==> src/ycintp_pkg.sv <==
// Shared types and constants for the yield curve interpolator.
// No dependencies; every other file in src imports this package.
package ycintp_pkg;

    // Curve table size default, queue depth and exp series term count
    localparam int MAX_NODES_DEF = 16;
    localparam int QUEUE_DEPTH   = 2;
    localparam int EXP_TERMS     = 12;

    // ln(2) in Q.32 and range bounds for the exponent split
    localparam logic signed [63:0] LN2_Q32   = 64'sh0000_0000_B172_17F8;
    localparam logic signed [63:0] LN2_X4    = 64'sh0000_0002_C5C8_5FE0;
    localparam logic signed [63:0] LN2_X58   = 64'sh0000_0028_33D9_6E30;
    localparam logic [31:0]        ONE_Q28   = 32'h1000_0000;
    localparam logic [31:0]        DISC_SAT  = 32'hFFFF_FFFF;

    // Result status codes
    localparam logic [2:0] STAT_OK        = 3'd0;
    localparam logic [2:0] STAT_BAD_ORDER = 3'd1;
    localparam logic [2:0] STAT_NOT_FOUND = 3'd2;
    localparam logic [2:0] STAT_RATE_SAT  = 3'd3;
    localparam logic [2:0] STAT_DISC_SAT  = 3'd4;

    // Operation kinds, in opcode order
    typedef enum logic [1:0] {
        OP_LOAD      = 2'd0,
        OP_QUERY     = 2'd1,
        OP_BUMP_NODE = 2'd2,
        OP_BUMP_ALL  = 2'd3
    } op_kind_t;

    // One queued operation
    typedef struct packed {
        op_kind_t           kind;
        logic [3:0]         node_index;
        logic [23:0]        time_point;
        logic signed [31:0] rate_value;
    } item_t;

    // Execution sequencer states
    typedef enum logic [4:0] {
        ST_IDLE,
        ST_LOAD,
        ST_Q_FIRST,
        ST_Q_LAST,
        ST_Q_SCAN,
        ST_Q_MUL,
        ST_Q_PREP,
        ST_Q_DIV,
        ST_Q_RATE,
        ST_D_MUL,
        ST_D_RANGE,
        ST_D_KDIV,
        ST_D_TMUL,
        ST_D_TDIV,
        ST_D_TACC,
        ST_D_ROUND,
        ST_B_SCAN,
        ST_DONE
    } state_t;

endpackage

==> src/ycintp_front.sv <==
// Front end: accepts input transactions, decodes the opcode and queues items.
// Depends on ycintp_pkg.
module ycintp_front
    import ycintp_pkg::*;
(
    input  logic        clk,
    input  logic        rst_n,
    input  logic        s_tvalid,
    output logic        s_tready,
    input  logic [63:0] s_tdata,   // node_index[3:0], time_point[27:4], rate_value[59:28]
    input  logic [1:0]  s_tuser,   // opcode[1:0]
    output logic        q_valid,
    input  logic        q_pop,
    output item_t       q_item
);

    localparam int PW = $clog2(QUEUE_DEPTH);

    item_t              q_mem [QUEUE_DEPTH];
    logic [PW-1:0]      wr_ptr_reg, rd_ptr_reg;
    logic [PW:0]        count_reg, count_next;
    logic               push;
    item_t              dec_item;

    // Classify the incoming transaction
    always_comb
    begin
        dec_item.node_index = s_tdata[3:0];
        dec_item.time_point = s_tdata[27:4];
        dec_item.rate_value = $signed(s_tdata[59:28]);
        dec_item.kind       = op_kind_t'(s_tuser);
    end

    assign s_tready = (count_reg != (PW+1)'(QUEUE_DEPTH));
    assign push     = s_tvalid && s_tready;
    assign q_valid  = (count_reg != '0);
    assign q_item   = q_mem[rd_ptr_reg];

    always_comb
    begin
        count_next = count_reg;
        if (push && !q_pop)
            count_next = count_reg + 1'b1;
        else if (!push && q_pop)
            count_next = count_reg - 1'b1;
    end

    // Queue pointers and count
    always_ff @(posedge clk or negedge rst_n)
    begin
        if (!rst_n)
        begin
            wr_ptr_reg <= '0;
            rd_ptr_reg <= '0;
            count_reg  <= '0;
        end
        else
        begin
            count_reg <= count_next;
            if (push)
                wr_ptr_reg <= wr_ptr_reg + 1'b1;
            if (q_pop)
                rd_ptr_reg <= rd_ptr_reg + 1'b1;
        end
    end

    // Queue storage
    always_ff @(posedge clk)
    begin
        if (push)
            q_mem[wr_ptr_reg] <= dec_item;
    end

endmodule

==> config.mk <==
export PLATFORM = sky130hd
export DESIGN_NAME = ycintp_front
export DESIGN_NICKNAME = d
export VERILOG_FILES = /design/src/ycintp_pkg.sv /design/src/ycintp_front.sv
export SDC_FILE = /design/constraint.sdc
export NUM_CORES = 1
export LEC_CHECK = 0
export BUFFER_PORTS_ARGS = -buffer_cell sky130_fd_sc_hd__buf_2
export CORE_MARGIN = 10
export CORE_UTILIZATION = 52
export DETAILED_ROUTE_END_ITERATION = 10
export GPL_TIMING_DRIVEN = 0
export HOLD_SLACK_MARGIN = 0.15
export PLACE_DENSITY = 0.79
export SLEW_MARGIN = 10
export SYNTH_ARGS = -nofsm -noshare
export SYNTH_HDL_FRONTEND = slang
export SYNTH_SLANG_ARGS = --single-unit
export TNS_END_PERCENT = 100
==> constraint.sdc <==
create_clock -name clk -period 5.2 [get_ports clk]
set_input_delay 1.3 -clock clk [delete_from_list [all_inputs] [get_ports clk]]
set_output_delay 1.3 -clock clk [all_outputs]
set_load 0.02 [all_outputs]
==> out/metrics.yaml <==
power:
  pwr_density_cell_nw_per_um2: 639
  ir_drop_mv: 0.412
  p_seq_frac: 0.356
  comb_power_share: 0.346
  internal_power_mw: 2.91
  power_leakage_nw: 2.65
  power.switching_mw: 1.23
  pwr-share-clk: 0.298
  p_sw_frac: 0.298
critical_path:
  path_max_fanout: 10
  worst_setup_path_start_kind: "flip-flop"
  crit_start: "rd_ptr_reg$_DFFE_PN0P_"
  cp_slowest_stage_delay_ns: 0.33
  crit_path_end_kind: "output port"
  crit_required_ns: 3.90
  crit_type: "reg -> out"
  slowest_stage: "dfrtp_1"
  r2r-start: "count_reg[0]$_DFFE_PN0P_"
  crit_arrival_ns: 1.68
  crit_chain: "buf_6 -> buf_12 -> mux2_4 -> buf_2"
routing:
  post-route-drc-count: 0
  vias: 2439
  dr.pass1.iters: 4
  drt-vias-per-instance: 4.86
  wirelength_um: 9070
  wire_per_inst_um: 18.1
  drtIter0Drc: 59
  ant_nets: 0
timing:
  fin_skew_ns: 0.0101
  holdWs_ns: 0.492
  layout_min_cycle_time_ns: 2.98
  max_freq_ghz: 0.335
  tightest_slew_ns: 0.636
  finalCritPeriodShare: 0.574
  worst_slack_ns: 2.22
  setup_viol: 0
  slew_viol_final: 0
  grt_setup_unrepaired: "no"
  slew_headroom: 0.575
  hold_viol: 0
finish:
  final_core_util: 0.698
  final_cells: 502
  fin_area_um2: 6480
  layout-drive-gt1-share: 0.627
  diodes: 0
  largest_reg_flops: 124
  syn_to_final_growth_pct: 30.4
  final_nets: 433
grt:
  grtUsageTotal: 0.136
  grt_pass1_vias: 2713
  grt_pass1_wl_um: 14700
  antenna_found_initial: 1
  grt_max_degree: 40
  grt_overflow: 0
clocking:
  clockBufferDepth: 2
  cts_buffers: 17
  clock-sinks: 128
  ctsResizeCount: 0
  clk_latency_ns: 0.49
  h-tree-depth: 4
  cts_root_buffer: "clkbuf_8"
  hold_buffers: 0
  postCtsSetupBuffers: 0
  cts_tree: "yes"
  clk_pin_slew_worst_paths_ns: 0.06
yosys:
  syn_inst: 211
  syn-num-nets: 282
  synth_cell_types: 15
  netlist_area_um2: 4970
  ys_warn_count: 0
  ys_top_cells_by_area: "edfxtp_1, mux2_4, buf_12"
  yosysTopAreaCell: "edfxtp_1"
  ys_ff_latch: 128
  yosysTopAreaCellShare: 0.749
  ys_seq_area_frac: 0.770
  avgSynthCellArea_um2: 23.5
place:
  dp_hpwl_um: 6380
  port_buffers: 129
  place.gp.congestion: 0.669
  preCtsSetupSlack_ns: 2.56
  placed_cells: 472
  placedInstanceArea_um2: 5860
floorplan:
  std_cell_rows: 35
  core-area_um2: 9280
  die_h_um: 118
  die_w_um: 118
  initial_core_util: 0.535
  die_area_um2: 13900
  io_pins: 134
status:
  status: "complete, no violations"
flow_run:
  drv_cap: 0
hold_path:
  min_path_type: "reg -> reg"
  worstHoldStart: "count_reg[1]$_DFFE_PN0P_"
==> cell families (layout without fill, tap and decap cells) <==
logic type,count (synthesis),after routing,synth area share
xor gates and xnor gates,5,5,0.00882
adders and majority gates,1,1,0.00252
buffers and inverters,9,171,0.0280
DFF,128,128,0.770
muxes,62,62,0.185
and+or+nand+nor,6,6,0.00605
==> layout by cell type (no fill, tap or decap), drive strengths merged <==
master	count
nand2	1
nand2b	1
xnor2	2
dfrtp	4
clkinv	5
bufinv	5
buf	139
nor2	2
or2	1
edfxtp	124
inv	4
mux2	62
ha	1
xor2	3
clkbuf	17
and3	1
clkinvlp	1
==> area by class of cell <==
type,count,area (µm²)
Clock buffer,17,414
Fill cell,625,2800
Multi-Input combinational cell,74,1020
Timing Repair Buffer,132,713
Inverter,2,7.51
Sequential cell,128,3820
Clock inverter,13,211
Tap cell,129,161
Buffer,7,131
==> metal layers <==
layer / vias up / wire length (µm) / GRT usage
met5: - / 12 / 0
met4: 2 / 67 / 0.0464
met3: 9 / 772 / 0.0681
met2: 96 / 4610 / 0.221
met1: 1194 / 3610 / 0.152
li1: 1138 / - / -
==> worst paths after layout <==
path	end	depth (start not counted)	slack (ns)
min in group asynchronous	count_reg[1]$_DFFE_PN0P_	1	0.60
min	count_reg[1]$_DFFE_PN0P_	1	0.49
min reg2reg	count_reg[1]$_DFFE_PN0P_	1	0.49
max reg2reg	q_mem[0][16]$_DFFE_PP_	4	3.39
max in group asynchronous	rd_ptr_reg$_DFFE_PN0P_	1	4.48
max	q_item[13]	4	2.22
==> Yosys cell counts, drive strengths merged <==
library cell / count
nand2b: 1
nand2: 1
buf: 7
or2: 1
edfxtp: 124
inv: 2
mux2: 62
and3: 1
xor2: 3
xnor2: 2
ha: 1
dfrtp: 4
nor2: 2
==> through the flow <==
step                setup TNS (ns)  power (mW)
CTS                              0        4.20
global route                     0        4.34
floorplan                        0        2.54
finish                           0        4.14
global placement            -49.04        2.91
detailed placement               0        2.95
==> power by group through the flow <==
stage / combinational, mW / sequential (mW) / clock [mW]
6_report: 1.43 / 1.48 / 1.23
5_1_grt: 1.53 / 1.50 / 1.31
4_1_cts: 1.46 / 1.48 / 1.26
3_5_place_dp: 1.46 / 1.50 / 0
3_3_place_gp: 1.40 / 1.51 / 0
2_1_floorplan: 1.05 / 1.49 / 0
==> worst max-delay path, delay by kind of cell (launching register included) <==
family	cells	cell delay [ns]
flip-flops	1	0.33
multiplexers	1	0.31
buffers and inverters	3	0.54
No activity file was read; power rests on OpenSTA's default activity.
